<file path="src/sv/csv_fe_pkg.sv">
package csv_fe_pkg;

    // Default sizes of the block
    localparam int FIELD_BUF_BYTES_DEF = 512;
    localparam int MAX_FIELDS_DEF      = 32;

    // Register and field widths
    localparam int FIELD_INDEX_W = 5;
    localparam int MAX_LEN_W     = 9;
    localparam int MAX_LEN_RESET = 511;
    localparam int CFG_IDX_W     = 2;
    localparam int CFG_DATA_W    = 9;

    // Register indexes
    localparam logic [CFG_IDX_W-1:0] CFG_FIELD_INDEX = 2'd0;
    localparam logic [CFG_IDX_W-1:0] CFG_MAX_LEN     = 2'd1;

    // Character codes
    localparam logic [7:0] CH_NUL   = 8'h00;
    localparam logic [7:0] CH_LF    = 8'h0A;
    localparam logic [7:0] CH_CR    = 8'h0D;
    localparam logic [7:0] CH_SPACE = 8'h20;
    localparam logic [7:0] CH_QUOTE = 8'h22;
    localparam logic [7:0] CH_COMMA = 8'h2C;

    typedef struct packed {
        logic [7:0] line_byte;
        logic       line_last;
    } in_item_t;

    typedef struct packed {
        logic [7:0] field_byte;
        logic       byte_valid;
        logic       line_done;
        logic       field_found;
    } out_item_t;

    typedef struct packed {
        logic [FIELD_INDEX_W-1:0] field_index;
        logic [MAX_LEN_W-1:0]     max_len;
    } cfg_t;

    // Parser modes, one-hot
    typedef enum logic [7:0] {
        MODE_START   = 8'b0000_0001,
        MODE_SKIP_P  = 8'b0000_0010,
        MODE_SKIP_Q  = 8'b0000_0100,
        MODE_SKIP_QQ = 8'b0000_1000,
        MODE_TAKE_P  = 8'b0001_0000,
        MODE_TAKE_Q  = 8'b0010_0000,
        MODE_TAKE_QQ = 8'b0100_0000,
        MODE_IDLE    = 8'b1000_0000
    } mode_t;

endpackage

</file>
<file path="src/sv/csv_fe_in_reg.sv">
module csv_fe_in_reg (
    input  logic                 clk,
    input  logic                 rst_n,
    input  logic                 in_valid,
    output logic                 in_stall,
    input  csv_fe_pkg::in_item_t in_item,
    input  logic                 advance,
    output logic                 s1_valid,
    output csv_fe_pkg::in_item_t s1_item
);

    logic                 valid_reg;
    logic                 valid_next;
    csv_fe_pkg::in_item_t item_reg;
    logic                 load;

    // Register may take a new item when empty or when its item moves on
    assign load       = in_valid && (!valid_reg || advance);
    assign in_stall   = valid_reg && !advance;
    assign valid_next = load || (valid_reg && !advance);

    always_ff @(posedge clk or negedge rst_n)
    begin
        if (!rst_n)
        begin
            valid_reg <= 1'b0;
        end
        else
        begin
            valid_reg <= valid_next;
        end
    end

    always_ff @(posedge clk)
    begin
        if (load)
        begin
            item_reg <= in_item;
        end
    end

    assign s1_valid = valid_reg;
    assign s1_item  = item_reg;

endmodule

</file>
<file path="src/sv/csv_fe_parser.sv">
module csv_fe_parser #(
    parameter int FIELD_BUF_BYTES = csv_fe_pkg::FIELD_BUF_BYTES_DEF,
    parameter int MAX_FIELDS      = csv_fe_pkg::MAX_FIELDS_DEF
) (
    input  logic                  clk,
    input  logic                  rst_n,
    input  csv_fe_pkg::cfg_t      cfg,
    input  csv_fe_pkg::in_item_t  s1_item,
    input  logic                  advance,
    output logic                  has_result,
    output csv_fe_pkg::out_item_t result
);

    localparam int LEN_W = $clog2(FIELD_BUF_BYTES);
    localparam int CNT_W = (MAX_FIELDS > 1) ? $clog2(MAX_FIELDS) : 1;
    localparam int LIM_W = (LEN_W > csv_fe_pkg::MAX_LEN_W) ? LEN_W : csv_fe_pkg::MAX_LEN_W;
    localparam int CMP_W = (CNT_W > csv_fe_pkg::FIELD_INDEX_W) ? CNT_W
                                                               : csv_fe_pkg::FIELD_INDEX_W;
    localparam logic [CNT_W-1:0] CNT_TOP = CNT_W'(MAX_FIELDS - 1);
    localparam logic [LIM_W-1:0] LEN_CAP = LIM_W'(FIELD_BUF_BYTES - 1);

    csv_fe_pkg::mode_t mode_reg, mode_next, mode_cur;
    logic [CNT_W-1:0]  cnt_reg, cnt_next, cnt_cur, cnt_bump, bf_cnt, bf_cnt_bump;
    logic [LEN_W-1:0]  len_reg, len_next, len_cur;
    logic              tgt_reg, tgt_next, tgt_cur;
    logic              open_reg, open_next;

    logic [7:0]        b;
    logic              ender, printable, is_quote, is_comma;
    logic [LIM_W-1:0]  limit, max_len_ext;
    logic              at_limit;
    logic              bf_hit;
    logic              emit;

    // Fresh line: per-line state is reloaded at its first byte
    assign mode_cur = open_reg ? mode_reg : csv_fe_pkg::MODE_START;
    assign cnt_cur  = open_reg ? cnt_reg : '0;
    assign len_cur  = open_reg ? len_reg : '0;
    assign tgt_cur  = open_reg ? tgt_reg : (cfg.field_index == '0);

    assign b         = s1_item.line_byte;
    assign ender     = (b == csv_fe_pkg::CH_NUL) || (b == csv_fe_pkg::CH_LF)
                       || (b == csv_fe_pkg::CH_CR);
    assign printable = (b >= csv_fe_pkg::CH_SPACE);
    assign is_quote  = (b == csv_fe_pkg::CH_QUOTE);
    assign is_comma  = (b == csv_fe_pkg::CH_COMMA);

    assign max_len_ext = LIM_W'(cfg.max_len);
    assign limit       = (max_len_ext < LEN_CAP) ? max_len_ext : LEN_CAP;
    assign at_limit    = (LIM_W'(len_cur) >= limit);

    assign cnt_bump    = (cnt_cur == CNT_TOP) ? cnt_cur : cnt_cur + 1'b1;
    // After a closing quote in a skipped field the new field starts one later
    assign bf_cnt      = (mode_cur == csv_fe_pkg::MODE_SKIP_QQ) ? cnt_bump : cnt_cur;
    assign bf_cnt_bump = (bf_cnt == CNT_TOP) ? bf_cnt : bf_cnt + 1'b1;
    assign bf_hit      = (CMP_W'(bf_cnt) == CMP_W'(cfg.field_index));

    always_comb
    begin
        mode_next = mode_cur;
        cnt_next  = cnt_cur;
        tgt_next  = tgt_cur;
        emit      = 1'b0;
        case (mode_cur)
            csv_fe_pkg::MODE_START,
            csv_fe_pkg::MODE_SKIP_QQ:
            begin
                if (mode_cur == csv_fe_pkg::MODE_SKIP_QQ && is_quote)
                begin
                    mode_next = csv_fe_pkg::MODE_SKIP_Q;
                end
                else if (mode_cur == csv_fe_pkg::MODE_SKIP_QQ && is_comma)
                begin
                    cnt_next  = cnt_bump;
                    mode_next = csv_fe_pkg::MODE_START;
                end
                else if (ender)
                begin
                    mode_next = csv_fe_pkg::MODE_IDLE;
                end
                else
                begin
                    // field start
                    cnt_next = bf_cnt;
                    if (bf_hit)
                    begin
                        tgt_next = 1'b1;
                        if (is_quote)
                        begin
                            mode_next = csv_fe_pkg::MODE_TAKE_Q;
                        end
                        else if (is_comma || at_limit)
                        begin
                            mode_next = csv_fe_pkg::MODE_IDLE;
                        end
                        else
                        begin
                            mode_next = csv_fe_pkg::MODE_TAKE_P;
                            emit      = printable;
                        end
                    end
                    else if (is_quote)
                    begin
                        mode_next = csv_fe_pkg::MODE_SKIP_Q;
                    end
                    else if (is_comma)
                    begin
                        cnt_next  = bf_cnt_bump;
                        mode_next = csv_fe_pkg::MODE_START;
                    end
                    else
                    begin
                        mode_next = csv_fe_pkg::MODE_SKIP_P;
                    end
                end
            end
            csv_fe_pkg::MODE_SKIP_P:
            begin
                if (is_comma)
                begin
                    cnt_next  = cnt_bump;
                    mode_next = csv_fe_pkg::MODE_START;
                end
                else if (ender)
                begin
                    mode_next = csv_fe_pkg::MODE_IDLE;
                end
            end
            csv_fe_pkg::MODE_SKIP_Q:
            begin
                // CR and LF belong to a skipped quoted field
                if (is_quote)
                begin
                    mode_next = csv_fe_pkg::MODE_SKIP_QQ;
                end
                else if (b == csv_fe_pkg::CH_NUL)
                begin
                    mode_next = csv_fe_pkg::MODE_IDLE;
                end
            end
            csv_fe_pkg::MODE_TAKE_P:
            begin
                if (ender || is_comma || at_limit)
                begin
                    mode_next = csv_fe_pkg::MODE_IDLE;
                end
                else
                begin
                    emit = printable;
                end
            end
            csv_fe_pkg::MODE_TAKE_Q:
            begin
                if (ender || at_limit)
                begin
                    mode_next = csv_fe_pkg::MODE_IDLE;
                end
                else if (is_quote)
                begin
                    mode_next = csv_fe_pkg::MODE_TAKE_QQ;
                end
                else
                begin
                    emit = printable;
                end
            end
            csv_fe_pkg::MODE_TAKE_QQ:
            begin
                // doubled quote below the limit gives one quote, anything else closes
                if (is_quote && !at_limit)
                begin
                    emit      = 1'b1;
                    mode_next = csv_fe_pkg::MODE_TAKE_Q;
                end
                else
                begin
                    mode_next = csv_fe_pkg::MODE_IDLE;
                end
            end
            csv_fe_pkg::MODE_IDLE:
            begin
                mode_next = csv_fe_pkg::MODE_IDLE;
            end
            default:
            begin
                mode_next = csv_fe_pkg::MODE_IDLE;
            end
        endcase
    end

    assign len_next  = emit ? len_cur + 1'b1 : len_cur;
    assign open_next = !s1_item.line_last;

    assign has_result         = emit || s1_item.line_last;
    assign result.field_byte  = emit ? b : 8'h00;
    assign result.byte_valid  = emit;
    assign result.line_done   = s1_item.line_last;
    assign result.field_found = s1_item.line_last && tgt_next;

    always_ff @(posedge clk or negedge rst_n)
    begin
        if (!rst_n)
        begin
            open_reg <= 1'b0;
            mode_reg <= csv_fe_pkg::MODE_START;
            cnt_reg  <= '0;
            len_reg  <= '0;
            tgt_reg  <= 1'b0;
        end
        else if (advance)
        begin
            open_reg <= open_next;
            mode_reg <= mode_next;
            cnt_reg  <= cnt_next;
            len_reg  <= len_next;
            tgt_reg  <= tgt_next;
        end
    end

endmodule

</file>
<file path="src/sv/csv_fe_out_reg.sv">
module csv_fe_out_reg (
    input  logic                  clk,
    input  logic                  rst_n,
    input  logic                  load,
    input  csv_fe_pkg::out_item_t result,
    output logic                  busy,
    output logic                  out_valid,
    input  logic                  out_stall,
    output csv_fe_pkg::out_item_t out_item
);

    logic                  valid_reg;
    logic                  valid_next;
    csv_fe_pkg::out_item_t item_reg;

    // Held while the receiver stalls
    assign busy       = valid_reg && out_stall;
    assign valid_next = load || busy;

    always_ff @(posedge clk or negedge rst_n)
    begin
        if (!rst_n)
        begin
            valid_reg <= 1'b0;
        end
        else
        begin
            valid_reg <= valid_next;
        end
    end

    always_ff @(posedge clk)
    begin
        if (load)
        begin
            item_reg <= result;
        end
    end

    assign out_valid = valid_reg;
    assign out_item  = item_reg;

endmodule

</file>
<file path="src/sv/csv_field_extractor.sv">
// CSV field extractor: picks one field out of a CSV line streamed a byte per item.
//
// Input channel (in_valid / in_stall / in_item): one line byte per item, with
// line_last set on the final byte. Output channel (out_valid / out_stall /
// out_item): one item per emitted field byte, plus the item for the last
// byte of the line, which carries line_done and field_found. Bytes that
// give no output (skipped fields, separators, control bytes) vanish.
// Config port (cfg_valid / cfg_ready / cfg_index / cfg_data): register 0 is
// field_index, register 1 is max_len; other indexes are ignored. Always
// ready; write only while no line is in flight.
//
// Path: an accepted item passes the input register, then the parser's
// combinational step into the result register.
// Throughput: 1 item per cycle, unless a result waits in a stalled output register.
// Reset: field_index 0, max_len 511, parser at the start of a line, both
// pipeline registers empty.
// Stall: a waiting result holds in the output register; the input register
// keeps taking items until it holds one that would also give a result, then
// in_stall rises. Items that give no result never stall.
module csv_field_extractor #(
    parameter int FIELD_BUF_BYTES = csv_fe_pkg::FIELD_BUF_BYTES_DEF,
    parameter int MAX_FIELDS      = csv_fe_pkg::MAX_FIELDS_DEF
) (
    input  logic                                  clk,
    input  logic                                  rst_n,
    input  logic                                  in_valid,
    output logic                                  in_stall,
    input  csv_fe_pkg::in_item_t                  in_item,
    output logic                                  out_valid,
    input  logic                                  out_stall,
    output csv_fe_pkg::out_item_t                 out_item,
    input  logic                                  cfg_valid,
    output logic                                  cfg_ready,
    input  logic [csv_fe_pkg::CFG_IDX_W-1:0]      cfg_index,
    input  logic [csv_fe_pkg::CFG_DATA_W-1:0]     cfg_data
);

    csv_fe_pkg::cfg_t      cfg_reg;
    logic                  s1_valid;
    csv_fe_pkg::in_item_t  s1_item;
    logic                  advance;
    logic                  has_result;
    csv_fe_pkg::out_item_t result;
    logic                  out_busy;

    // Config registers
    assign cfg_ready = 1'b1;

    always_ff @(posedge clk or negedge rst_n)
    begin
        if (!rst_n)
        begin
            cfg_reg.field_index <= '0;
            cfg_reg.max_len     <= csv_fe_pkg::MAX_LEN_W'(csv_fe_pkg::MAX_LEN_RESET);
        end
        else if (cfg_valid && cfg_ready)
        begin
            case (cfg_index)
                csv_fe_pkg::CFG_FIELD_INDEX:
                begin
                    cfg_reg.field_index <= cfg_data[csv_fe_pkg::FIELD_INDEX_W-1:0];
                end
                csv_fe_pkg::CFG_MAX_LEN:
                begin
                    cfg_reg.max_len <= cfg_data[csv_fe_pkg::MAX_LEN_W-1:0];
                end
                default:
                begin
                end
            endcase
        end
    end

    // The held item moves on unless it has a result and the output is blocked
    assign advance = s1_valid && (!has_result || !out_busy);

    csv_fe_in_reg u_in_reg (
        .clk      (clk),
        .rst_n    (rst_n),
        .in_valid (in_valid),
        .in_stall (in_stall),
        .in_item  (in_item),
        .advance  (advance),
        .s1_valid (s1_valid),
        .s1_item  (s1_item)
    );

    csv_fe_parser #(
        .FIELD_BUF_BYTES (FIELD_BUF_BYTES),
        .MAX_FIELDS      (MAX_FIELDS)
    ) u_parser (
        .clk        (clk),
        .rst_n      (rst_n),
        .cfg        (cfg_reg),
        .s1_item    (s1_item),
        .advance    (advance),
        .has_result (has_result),
        .result     (result)
    );

    csv_fe_out_reg u_out_reg (
        .clk       (clk),
        .rst_n     (rst_n),
        .load      (advance && has_result),
        .result    (result),
        .busy      (out_busy),
        .out_valid (out_valid),
        .out_stall (out_stall),
        .out_item  (out_item)
    );

endmodule

</file>
<file path="config.mk">
export PLATFORM = sky130hd
export DESIGN_NAME = csv_field_extractor
export DESIGN_NICKNAME = d
export VERILOG_FILES = /design/src/sv/csv_fe_pkg.sv /design/src/sv/csv_fe_in_reg.sv /design/src/sv/csv_fe_parser.sv /design/src/sv/csv_fe_out_reg.sv /design/src/sv/csv_field_extractor.sv
export SDC_FILE = /design/constraint.sdc
export NUM_CORES = 1
export LEC_CHECK = 0
export CAP_MARGIN = 20
export CORE_ASPECT_RATIO = 0.8
export CORE_MARGIN = 3
export CORE_UTILIZATION = 41
export DETAILED_ROUTE_END_ITERATION = 12
export DONT_BUFFER_PORTS = 1
export SETUP_SLACK_MARGIN = 0.05
export SLEW_MARGIN = 30
export SYNTH_ARGS = -nofsm -noshare
export SYNTH_HDL_FRONTEND = slang
export SYNTH_SLANG_ARGS = --single-unit
</file>
<file path="constraint.sdc">
create_clock -name clk -period 7.3 [get_ports clk]
set_clock_uncertainty 0.05 [all_clocks]
set_input_delay 0.73 -clock clk [delete_from_list [all_inputs] [get_ports clk]]
set_output_delay 0.73 -clock clk [all_outputs]
set_load 0.03 [all_outputs]
</file>
**Yosys cells after proc, flatten, opt, wreduce, memory -nomap -nowiden**

Cells that the tools add are included.

- Flip-flop bits (word level): 60
- Output and inout bits: 14
- Word-level logic and storage cells: 118

- $add $sub $neg: 3
- Magnitude comparators: 3
- Equality and inequality tests: 15
- Muxes and demuxes: 50
- Reduce and logical (&&, ||, !) cells: 32

Operators with widths:

| cell | number |
|---|---|
| $mux 8 | 16 |
| $mux 5 | 11 |
| $pmux 8 s6 | 1 |
| $mux 9 | 3 |
| $eq 8x4->1 const B | 3 |
| $eq 8x6->1 const B | 3 |
| $mux 1 | 16 |
| $logic_or 1x1->1 | 11 |
| $add 5x1->5 const B | 2 |
| $eq 5x5->1 const B | 2 |
| $pmux 5 s2 | 1 |
| $add 9x1->9 const B | 1 |
| $ge 9x9->1 | 1 |
| $logic_and 1x1->1 | 9 |
| $lt 9x9->1 const B | 1 |
| $eq 8x1->1 const B | 1 |
| $eq 8x2->1 const B | 1 |
| $eq 8x3->1 const B | 1 |
| $eq 8x5->1 const B | 1 |
| $eq 8x7->1 const B | 1 |
| $ge 8x6->1 const B | 1 |
| $logic_not 8->1 | 1 |
| $logic_not 1->1 | 6 |
| $eq 5x5->1 | 1 |
| other kinds (7) | 8 |

**Logic depth before layout (Yosys ltp)**

Gate-level depths: netlist of the first run.

- Depth after elaboration: 18
- Gate-level depth with buffers: 16
- Gate-level depth less buffers: 14

**Modules after synthesis**

From an unflattened synthesis of the first run, not the netlist that was laid out.

- Cell total of the unflattened synthesis: 425
- Area total of the unflattened synthesis: 3988.8 um^2

Modules (own cells, without submodules):

| module | instances | cells each | area each (um^2) |
|---|---|---|---|
| csv_fe_parser | 1 | 362 | 2707.6 |
| csv_field_extractor | 1 | 35 | 584.3 |
| csv_fe_out_reg | 1 | 14 | 369.1 |
| csv_fe_in_reg | 1 | 14 | 327.8 |

**Worst setup path before layout of the first run**

OpenSTA, ideal clock, no wires.

- Path type: register to output
- From: register u_parser.open_reg
- To: output port in_stall
- Arrival: 3473 ps
- Required time: 6520 ps
- Setup slack: 3047 ps
- Stages on the path, launching flop included: 15
- Cell sequence: dfrtp_1 -> buf_2 -> clkbuf_1 -> clkbuf_1 -> nand2_1 -> ha_1 -> nand2b_1 -> a2111o_1 -> a211oi_1 -> nand4_1 -> nor4_1 -> a22o_4 -> o21ai_0 -> or2_2 -> inv_1

- Cells in the longest elaborated chain, start to end: 16

Ends and longest elaborated chain:

| what | line | source |
|---|---|---|
| start: declaration | csv_fe_parser.sv:26 | `logic open_reg, open_next;` |
| start signal: assignment | csv_fe_parser.sv:212 | `open_reg <= open_next;` |
| $mux 5 / $mux 9 (equally long branches) | csv_fe_parser.sv:37, csv_fe_parser.sv:38 |  |
| $add 5x1->5, or another cell as far along | csv_fe_parser.sv:52 | `assign cnt_bump = (cnt_cur == CNT_TOP) ? cnt_cur : cnt_cur + 1'b1;` |
| $mux 5 / $logic_or 1x1->1 (equally long branches) | csv_fe_parser.sv:52, csv_fe_parser.sv:92 |  |
| $mux 5 / $mux 1 (equally long branches) | csv_fe_parser.sv:54, csv_fe_parser.sv:92 |  |
| $eq 5x5->1 / $mux 1 (equally long branches) | csv_fe_parser.sv:56, csv_fe_parser.sv:88 |  |
| $mux 1 | csv_fe_parser.sv:85 | `if (bf_hit)` |
| $mux 1 | csv_fe_parser.sv:77 | `else if (ender)` |
| $mux 1 | csv_fe_parser.sv:72 | `else if (mode_cur == csv_fe_pkg::MODE_SKIP_QQ && is_comma)` |
| $mux 1 | csv_fe_parser.sv:68 | `if (mode_cur == csv_fe_pkg::MODE_SKIP_QQ && is_quote)` |
| $pmux 1 s4 (*) | csv_fe_parser.sv:64 | `case (mode_cur)` |
| $logic_or 1x1->1 (*) | csv_fe_parser.sv:194 | `assign has_result = emit \|\| s1_item.line_last;` |
| $logic_not 1->1 (*) | csv_field_extractor.sv:75 | `assign advance = s1_valid && (!has_result \|\| !out_busy);` |
| $logic_or 1x1->1 (*) | csv_field_extractor.sv:75 |  |
| $logic_and 1x1->1 (*) | csv_field_extractor.sv:75 |  |
| $logic_not 1->1 (*) | csv_fe_in_reg.sv:19 | `assign in_stall = valid_reg && !advance;` |
| $logic_and 1x1->1 (*) | csv_fe_in_reg.sv:19 |  |
| end: declaration | csv_field_extractor.sv:27 | `output logic in_stall,` |

Every way passes the cells marked *; elsewhere a longest branch is shown, timed or not.

**Final worst setup path of the first run**

Ends and elaborated chain as after synthesis.

==> results of run 1 <==
[path summary, 6_finish.rpt]
check | startpoint | endpoint | slack, ps | cells past startpoint
hold reg to reg | u_parser.len_reg[8] | u_parser.len_reg[8] | 420 | 1
setup / recovery | u_parser.open_reg | in_stall | 2110 | 11
max in group asynchronous | rst_n | cfg_reg[4] | 6970 | 0
hold / removal | rst_n | cfg_reg[10] | 40 | 0
min in group clk | u_parser.len_reg[8] | u_parser.len_reg[8] | 420 | 1
setup reg to reg | u_parser.open_reg | u_out_reg.out_item[4] | 2630 | 10
[through the flow]
| stage | hold slack (ps) | cell area (um2) | util, % | instances |
|---|---|---|---|---|
| after floorplan | 384 | 3800 | - | 405 |
| after global placement | 386 | 3860 | 44.1 | 499 |
| after detailed placement | 386 | 3860 | 44.1 | 499 |
| after CTS | 31.3 | 4130 | 47.3 | 515 |
| after global routing | 26.3 | 4140 | 47.3 | 515 |
| final | 44.4 | 4140 | 47.3 | 515 |
[routing by layer]
metal | share of wire (%) | track usage, %
met5 | 0 | 0
met4 | 1.6 | 5.31
met3 | 6.4 | 5.47
met2 | 44 | 27.5
met1 | 48 | 26.0
[cell families after synthesis]
kind of cell / count (synthesis)
XOR/XNOR: 7
other: 1
adder cells (fa/ha/maj): 12
multiplexers: 19
AND/OR/NAND/NOR: 167
flip-flops: 60
buffers and inverters: 37
AO/OA/AOI/OAI: 102
[area by class of cell]
class                      count  area share [%]
timing repair buffer           1           0.182
tap                          112            3.39
sequential                    60            39.0
clock buffer                  12            5.96
multi-input combinational    308            49.2
clock inverter                 4           0.605
inverter                      18            1.63
[cell usage in the layout (no fill, tap or decap), types with 8 or more instances in the layout]
cell type | Yosys | final
nor3_1 | 8 | 8
dfstp_2 | 10 | 10
and2_1 | 22 | 22
clkbuf_16 | 0 | 9
nand3_1 | 14 | 14
a21oi_1 | 22 | 22
nand2_1 | 39 | 39
nand4_1 | 11 | 11
nor2_1 | 28 | 27
mux2_2 | 16 | 16
ha_1 | 12 | 12
o21ai_0 | 21 | 21
dfrtp_1 | 30 | 30
edfxtp_1 | 20 | 20
inv_1 | 18 | 18
[power by group through the flow]
stage                     logic (mW)  clock network, mW  registers (mW)
after floorplan                0.234                  0           0.473
after global placement         0.269                  0           0.497
after detailed placement       0.275                  0           0.499
after CTS                      0.277              0.396           0.492
after global routing           0.312              0.412           0.503
final                          0.279              0.385           0.492
==> impl_metrics.env, run 1 <==
export IMPL_ctsResizeCount=0
export IMPL_die_y_um=92.1
export IMPL_cts_sinks=60
export IMPL_wirelength_um=9370
export IMPL_ys_seq_area_share_pct=42.4
export IMPL_cp_num_buf_inv=1
export IMPL_drtAntennaViolNets=0
export IMPL_drive_gt1_share_pct=12.7
export IMPL_ys_types=66
export IMPL_crit_type="reg -> out"
export IMPL_antenna_found_initial=0
export IMPL_powerDensity_nw_per_um2=280
export IMPL_synth_top_family_by_area="simple AND/OR/NAND/NOR gates"
export IMPL_io_buffers=0
export IMPL_multi_input_area_um2=2030
export IMPL_start_kind="flop"
export IMPL_place_gp_congestion=0.961
export IMPL_die_area_um2=10500
export IMPL_dpl_hpwl_um=6600
export IMPL_grt_max_degree=41
export IMPL_synth_edf_count=20
export IMPL_p_int_uw=771
export IMPL_synthAdderAreaFrac_pct=3.95
export IMPL_yosys_cell_count_top_type="nand2_1"
export IMPL_seqPwrFrac_pct=42.6
export IMPL_die_w_um=114
export IMPL_tightest_slew_ps=867
export IMPL_power_frac_comb_pct=24.1
export IMPL_async_flop_share_pct=66.7
export IMPL_h_tree_depth=3
export IMPL_viasPerCell=6.15
export IMPL_ys_flop_type="dfrtp_1"
export IMPL_avgSynthCellArea_um2=9.39
export IMPL_yosysTopAreaCell="dfrtp_1"
export IMPL_synthSimpleGateAreaFrac_pct=23.6
export IMPL_syn_cell_area_um2=3800
export IMPL_synth_area_leaders="dfrtp_1 20%, edfxtp_1 16%, dfstp_2 6.9%"
export IMPL_peakVddDrop_mv=0.160
export IMPL_setup_violations_final=0
export IMPL_synthCells=405
export IMPL_p_total_mw=1.16
export IMPL_post_cts_setup_buffers=0
export IMPL_grtUsageTotal_pct=18.5
export IMPL_grt_pass1_wl_um=15300
export IMPL_period_needed_ps=5190
export IMPL_synth_top_area_share_pct=19.7
export IMPL_first_iter_violations=263
export IMPL_ys_warnings_count=0
export IMPL_synth_xor_area_share_pct=1.61
export IMPL_fmax_mhz=193
export IMPL_num_rows=30
export IMPL_switching_power_uw=385
export IMPL_tns_ps=0
export IMPL_max_slew_margin_rel_pct=42.2
export IMPL_clk_pin_slew_ps=50
export IMPL_synthMuxAreaShare_pct=5.53
export IMPL_postCtsHoldBufs=0
export IMPL_cts_buffers=9
export IMPL_yosys_top_cells_count="39 x nand2_1, 30 x dfrtp_1, 28 x nor2_1"
export IMPL_slowest_stage="dfrtp_1"
export IMPL_start_util_pct=43.5
export IMPL_ios=39
export IMPL_slew_violations=0
export IMPL_grt_pass1_vias=3013
export IMPL_nets=435
export IMPL_largest_reg_flops=14
export IMPL_globalRouteOverflowTotal=0
export IMPL_finalWorstSetupSlack_ps=2110
export IMPL_status="completed"
export IMPL_critPathMaxFanout=28
export IMPL_rsz0062_at_grt="no"
export IMPL_drc_errors=0
export IMPL_synth_seq_cells=60
export IMPL_cts_tree="built"
export IMPL_fp_coreArea_um2=8750
export IMPL_end_kind="primary output"
export IMPL_critical_path_required_ps=6520
export IMPL_avgRoutedWirePerCell_um=18.2
export IMPL_hold_viol=0
export IMPL_post_route_period_util_pct=71.1
export IMPL_syn_nets=442
export IMPL_clock_latency_ps=330
export IMPL_slowest_delay_ps=900
export IMPL_area_growth_pct=8.75
export IMPL_dp_slack_ps=2420
export IMPL_drtPass1Iterations=7
export IMPL_n_antenna_cell=0
export IMPL_regArea_um2=1610
export IMPL_drv_cap=0
export IMPL_cts_root_buf="clkbuf_16"
export IMPL_critPathTopFamily="compound AO/OA/AOI/OAI gates"
export IMPL_synth_compound_area_share_pct=18.7
export IMPL_p_leak_nw=1.66
export IMPL_swShare_pct=33.3
export IMPL_clockBufferDepth=2
export IMPL_hold_path_class="in -> async"
export IMPL_fillers=814
export IMPL_vias=3168
export IMPL_arrival_ps=4410
export IMPL_worstPathCellList="nand2_1 > ha_1 > nand2b_1 > a2111o_1 > a211oi_1 > nand4_1 > nor4_1 > a22o_4 > o21ai_0 > or2_2 > inv_1"
export IMPL_p_clk_share_pct=33.3
Note: power is estimated with default switching activity, not from simulation.
==> inputs of run 2 (changes only) <==
==> constraint.sdc (replaced) <==
create_clock -name clk -period 4.4 [get_ports clk]
set_clock_uncertainty 0.05 [all_clocks]
set_input_delay 0.44 -clock clk [delete_from_list [all_inputs] [get_ports clk]]
set_output_delay 0.44 -clock clk [all_outputs]
set_load 0.03 [all_outputs]
==> impl_metrics.env, run 2 (same netlist as run 1, synthesis figures left out) <==
export IMPL_status="completed"
export IMPL_worstPathCellList="buf_4 > and2_1 > ha_1 > a2111o_1 > a211oi_1 > nand4_1 > nor4_1 > a22o_4 > o21ai_0 > or2_2 > inv_1"
export IMPL_nets=448
export IMPL_drive_gt1_share_pct=15.6
export IMPL_critPathTopFamily="compound AO/OA/AOI/OAI gates"
export IMPL_drv_cap=0
export IMPL_avgRoutedWirePerCell_um=18.6
export IMPL_largest_reg_flops=14
export IMPL_setup_violations_final=0
export IMPL_place_gp_congestion=0.941
export IMPL_dpl_hpwl_um=7080
export IMPL_critical_path_required_ps=3910
export IMPL_ff2ff_setup_slack_ps=670
export IMPL_crit_type="reg -> out"
export IMPL_fin_util_pct=49.1
export IMPL_place_inst=510
export IMPL_period_needed_ps=4120
export IMPL_crit_cells=11
export IMPL_end_kind="primary output"
export IMPL_p_clk_share_pct=34.2
export IMPL_cts_root_buf="clkbuf_16"
export IMPL_seqPwrFrac_pct=39.9
export IMPL_cts_sinks=60
export IMPL_switching_power_uw=664
export IMPL_slowest_delay_ps=480
export IMPL_startpoint="u_parser.open_reg"
export IMPL_p_int_mw=1.36
export IMPL_rsz0062_at_grt="no"
export IMPL_first_iter_violations=338
export IMPL_num_rows=30
export IMPL_drc_errors=0
export IMPL_globalRouteOverflowTotal=0
export IMPL_fp_coreArea_um2=8750
export IMPL_drtAntennaViolNets=0
export IMPL_n_antenna_cell=0
export IMPL_final_cells=528
export IMPL_grtUsageTotal_pct=19.6
export IMPL_cts_buffers=9
export IMPL_slew_violations=0
export IMPL_ios=39
export IMPL_cts_tree="built"
export IMPL_critPathMaxFanout=19
export IMPL_tightest_slew_ps=786
export IMPL_grt_pass1_wl_um=16100
export IMPL_r2r_start="u_parser.open_reg"
export IMPL_grt_pass1_vias=3132
export IMPL_fmax_mhz=243
export IMPL_crit_end="in_stall"
export IMPL_swShare_pct=32.8
export IMPL_slowest_stage="dfrtp_2"
export IMPL_power_frac_comb_pct=25.8
export IMPL_tns_ps=0
export IMPL_wirelength_um=9850
export IMPL_r2r_end="u_out_reg.out_item[3]"
export IMPL_post_cts_setup_buffers=0
export IMPL_die_w_um=114
export IMPL_peakVddDrop_mv=0.261
export IMPL_drtPass1Iterations=5
export IMPL_powerDensity_nw_per_um2=472
export IMPL_r2r_cells=11
export IMPL_post_route_period_util_pct=93.6
export IMPL_max_slew_margin_rel_pct=47.2
export IMPL_p_leak_nw=1.74
export IMPL_io_buffers=0
export IMPL_wl_met1_um=4500
export IMPL_clock_latency_ps=320
export IMPL_h_tree_depth=3
export IMPL_die_area_um2=10500
export IMPL_vias=3206
export IMPL_holdWs_ps=159
export IMPL_clockBufferDepth=2
export IMPL_hold_path_class="in -> reg"
export IMPL_start_kind="flop"
export IMPL_wl_met3_um=665
export IMPL_p_total_mw=2.02
export IMPL_hold_viol=0
export IMPL_die_y_um=92.1
export IMPL_grt_max_degree=41
export IMPL_mostFrequentLayoutCell="nand2_1"
export IMPL_area_growth_pct=12.8
export IMPL_start_util_pct=43.5
export IMPL_met2_length_um=4560
export IMPL_fillers=842
export IMPL_viasPerCell=6.07
export IMPL_topRoutingLayerUsed="met4"
export IMPL_cp_num_buf_inv=2
export IMPL_antenna_found_initial=0
export IMPL_layout_common_cells="39 x nand2_1, 29 x dfrtp_1, 28 x nor2_1"
export IMPL_clk_pin_slew_ps=50
export IMPL_arrival_ps=3630
==> run 2: final cells by class <==
| class | count | area [um2] | share of cell area [%] |
|---|---|---|---|
| flip-flops and latches | 60 | 1620 | 37.6 |
| well taps | 112 | 140 | 3.27 |
| clock buffers | 14 | 285 | 6.65 |
| multi-input cells | 308 | 2040 | 47.6 |
| repair buffers | 14 | 128 | 2.97 |
| inverters | 18 | 67.6 | 1.57 |
| clock inverters | 2 | 13.8 | 0.321 |
==> run 2: stage by stage <==
| step | instance area [um2] | worst slack (ps) |
|---|---|---|
| finish | 4290 | 280 |
| global route | 4290 | 70.2 |
| CTS | 4290 | 116 |
| detailed placement | 3940 | 394 |
| global placement | 3940 | 515 |
| floorplan | 3800 | 158 |
==> run 2: worst min path at each step <==
stage | cells after the start | start | end
floorplan | 0 | rst_n | cfg_reg[10]
global placement | 0 | rst_n | u_parser.mode_reg[5]
detailed placement | 0 | rst_n | u_parser.mode_reg[4]
CTS | 0 | in_item[4] | u_in_reg.s1_item[4]
global route | 0 | in_item[2] | u_in_reg.s1_item[2]
finish | 0 | in_item[4] | u_in_reg.s1_item[4]
==> run 2: what timing repair did <==
action,in CTS,in global routing
resized for setup,1,2
gates cloned,0,0
pin swaps,0,1
hold buffers,2,0
endpoints found under the setup margin,1,1
hold endpoints to repair,40,0
==> run 2: power by group through the flow <==
stage | Sequential [mW] | Combinational (mW) | Clock [mW]
detailed placement | 0.817 | 0.504 | 0
finish | 0.808 | 0.523 | 0.693
global placement | 0.815 | 0.495 | 0
CTS | 0.807 | 0.520 | 0.708
floorplan | 0.784 | 0.389 | 0
global route | 0.826 | 0.582 | 0.734
==> run 2: layer usage <==
layer	global-route usage, %	vias to the layer above
met5	0	-
li1	-	1521
met1	26.6	1554
met2	30.6	120
met4	6.31	0
met3	4.88	11
==> inputs of run 3 (changes only) <==
--- a/config.mk
+++ b/config.mk
@@ -8,7 +8,7 @@
 export CAP_MARGIN = 20
 export CORE_ASPECT_RATIO = 0.8
 export CORE_MARGIN = 3
-export CORE_UTILIZATION = 41
+export CORE_UTILIZATION = 47
 export DETAILED_ROUTE_END_ITERATION = 12
 export DONT_BUFFER_PORTS = 1
 export SETUP_SLACK_MARGIN = 0.05
==> impl_metrics.env, run 3 (same netlist as run 1, synthesis figures left out) <==
export IMPL_p_leak_nw=1.69
export IMPL_start_util_pct=49.8
export IMPL_post_route_period_util_pct=92.9
export IMPL_clk_pin_slew_ps=70
export IMPL_start_kind="flop"
export IMPL_max_slew_margin_rel_pct=51.9
export IMPL_vias=3127
export IMPL_tightest_slew_ps=720
export IMPL_critPathMaxFanout=16
export IMPL_ios=39
export IMPL_end_kind="primary output"
export IMPL_largest_reg_flops=14
export IMPL_n_antenna_cell=0
export IMPL_clockBufferDepth=2
export IMPL_slew_violations=0
export IMPL_die_y_um=86.5
export IMPL_dpl_hpwl_um=6800
export IMPL_post_cts_setup_buffers=0
export IMPL_grtUsageTotal_pct=21.2
export IMPL_h_tree_depth=3
export IMPL_critical_path_required_ps=3910
export IMPL_mostFrequentLayoutCell="nand2_1"
export IMPL_clock_latency_ps=340
export IMPL_fmax_mhz=245
export IMPL_status="completed"
export IMPL_peakVddDrop_mv=0.250
export IMPL_io_buffers=0
export IMPL_drtAntennaViolNets=0
export IMPL_grt_max_degree=41
export IMPL_antenna_found_initial=0
export IMPL_rsz0062_at_grt="no"
export IMPL_tns_ps=0
export IMPL_avgRoutedWirePerCell_um=17.5
export IMPL_drv_cap=0
export IMPL_die_area_um2=9210
export IMPL_fin_util_pct=54.5
export IMPL_place_gp_congestion=0.945
export IMPL_num_rows=28
export IMPL_fp_coreArea_um2=7640
export IMPL_area_growth_pct=9.51
export IMPL_drive_gt1_share_pct=15.8
export IMPL_layout_common_cells="39 x nand2_1, 30 x dfrtp_1, 28 x nor2_1"
export IMPL_viasPerCell=5.97
export IMPL_crit_type="reg -> out"
export IMPL_ff2ff_setup_slack_ps=700
export IMPL_nets=451
export IMPL_cts_sinks=60
export IMPL_hold_viol=0
export IMPL_globalRouteOverflowTotal=0
export IMPL_powerDensity_nw_per_um2=423
export IMPL_grt_pass1_wl_um=15200
export IMPL_cts_tree="built"
export IMPL_cts_buffers=9
export IMPL_setup_violations_final=0
export IMPL_cts_root_buf="clkbuf_8"
export IMPL_drc_errors=0
export IMPL_grt_pass1_vias=2976
export IMPL_period_needed_ps=4090
export IMPL_wirelength_um=9190
export IMPL_drtPass1Iterations=5
export IMPL_arrival_ps=3600
export IMPL_p_total_mw=1.76
export IMPL_hold_path_class="in -> reg"
export IMPL_die_w_um=107
export IMPL_first_iter_violations=243
==> run 3: cell types whose count changed in the layout (fill, tap and decap cells not counted), sizes merged <==
cell,delta
buf,+3
clkbuf,-2
clkinv,+2
clkinvlp,+1
inv,-1
==> run 3: final cells by class <==
class / count / area (um2)
Clock buffer: 12 / 145
Sequential cell: 60 / 1610
Tap cell: 105 / 131
Clock inverter: 4 / 25.0
Timing Repair Buffer: 17 / 143
Fill cell: 705 / 3470
Inverter: 18 / 67.6
Multi-Input combinational cell: 308 / 2040
==> run 3: final timing paths <==
| kind | cells past startpoint | start | end |
|---|---|---|---|
| hold reg to reg | 2 | u_parser.mode_reg[0] | u_parser.mode_reg[0] |
| max in group asynchronous | 2 | rst_n | cfg_reg[0] |
| hold / removal | 0 | in_item[6] | u_in_reg.s1_item[6] |
| setup reg to reg | 13 | u_parser.cnt_reg[0] | u_parser.mode_reg[1] |
| min in group asynchronous | 2 | rst_n | u_parser.cnt_reg[2] |
| setup / recovery | 12 | u_parser.cnt_reg[0] | in_stall |
==> run 3: where the power goes <==
group	leakage (nW)	switching, mW	internal [mW]	total, mW
Combinational	0.920	0.299	0.222	0.521
Sequential	0.688	0.113	0.690	0.803
Clock	0.0824	0.222	0.218	0.440
==> run 3: repair_timing <==
item	4_1_cts	5_1_grt
setup endpoints to repair	0	1
hold endpoints to repair	40	0
resized for setup	0	1
hold buffers	2	0
==> run 3: layer usage <==
metal | share of wire [%] | GRT usage [%]
met1 | 46 | 29.1
met2 | 46 | 32.9
met3 | 7.4 | 5.66
met4 | 1.2 | 6.50
met5 | 0 | 0
==> run 3: worst max-delay path, cell delays in order, from the launching register on <==
cell and delay [ps]:
dfrtp_1 420, nand2_1 90, inv_1 130, ha_1 310
nand3_1 160, or3_1 420, a31oi_2 320, xor2_1 120
a311oi_2 380, a22o_4 280, o21ai_0 110, or2_2 310
inv_1 220
==> run 3: per-stage QoR <==
step	worst slack, ps	hold WS [ps]	instance area (um2)	std cells
floorplan	158	94.4	3800	405
global placement	672	96.2	3960	506
detailed placement	556	96.6	3960	506
CTS	182	128	4160	524
global route	73.9	121	4160	524
finish	314	143	4160	524
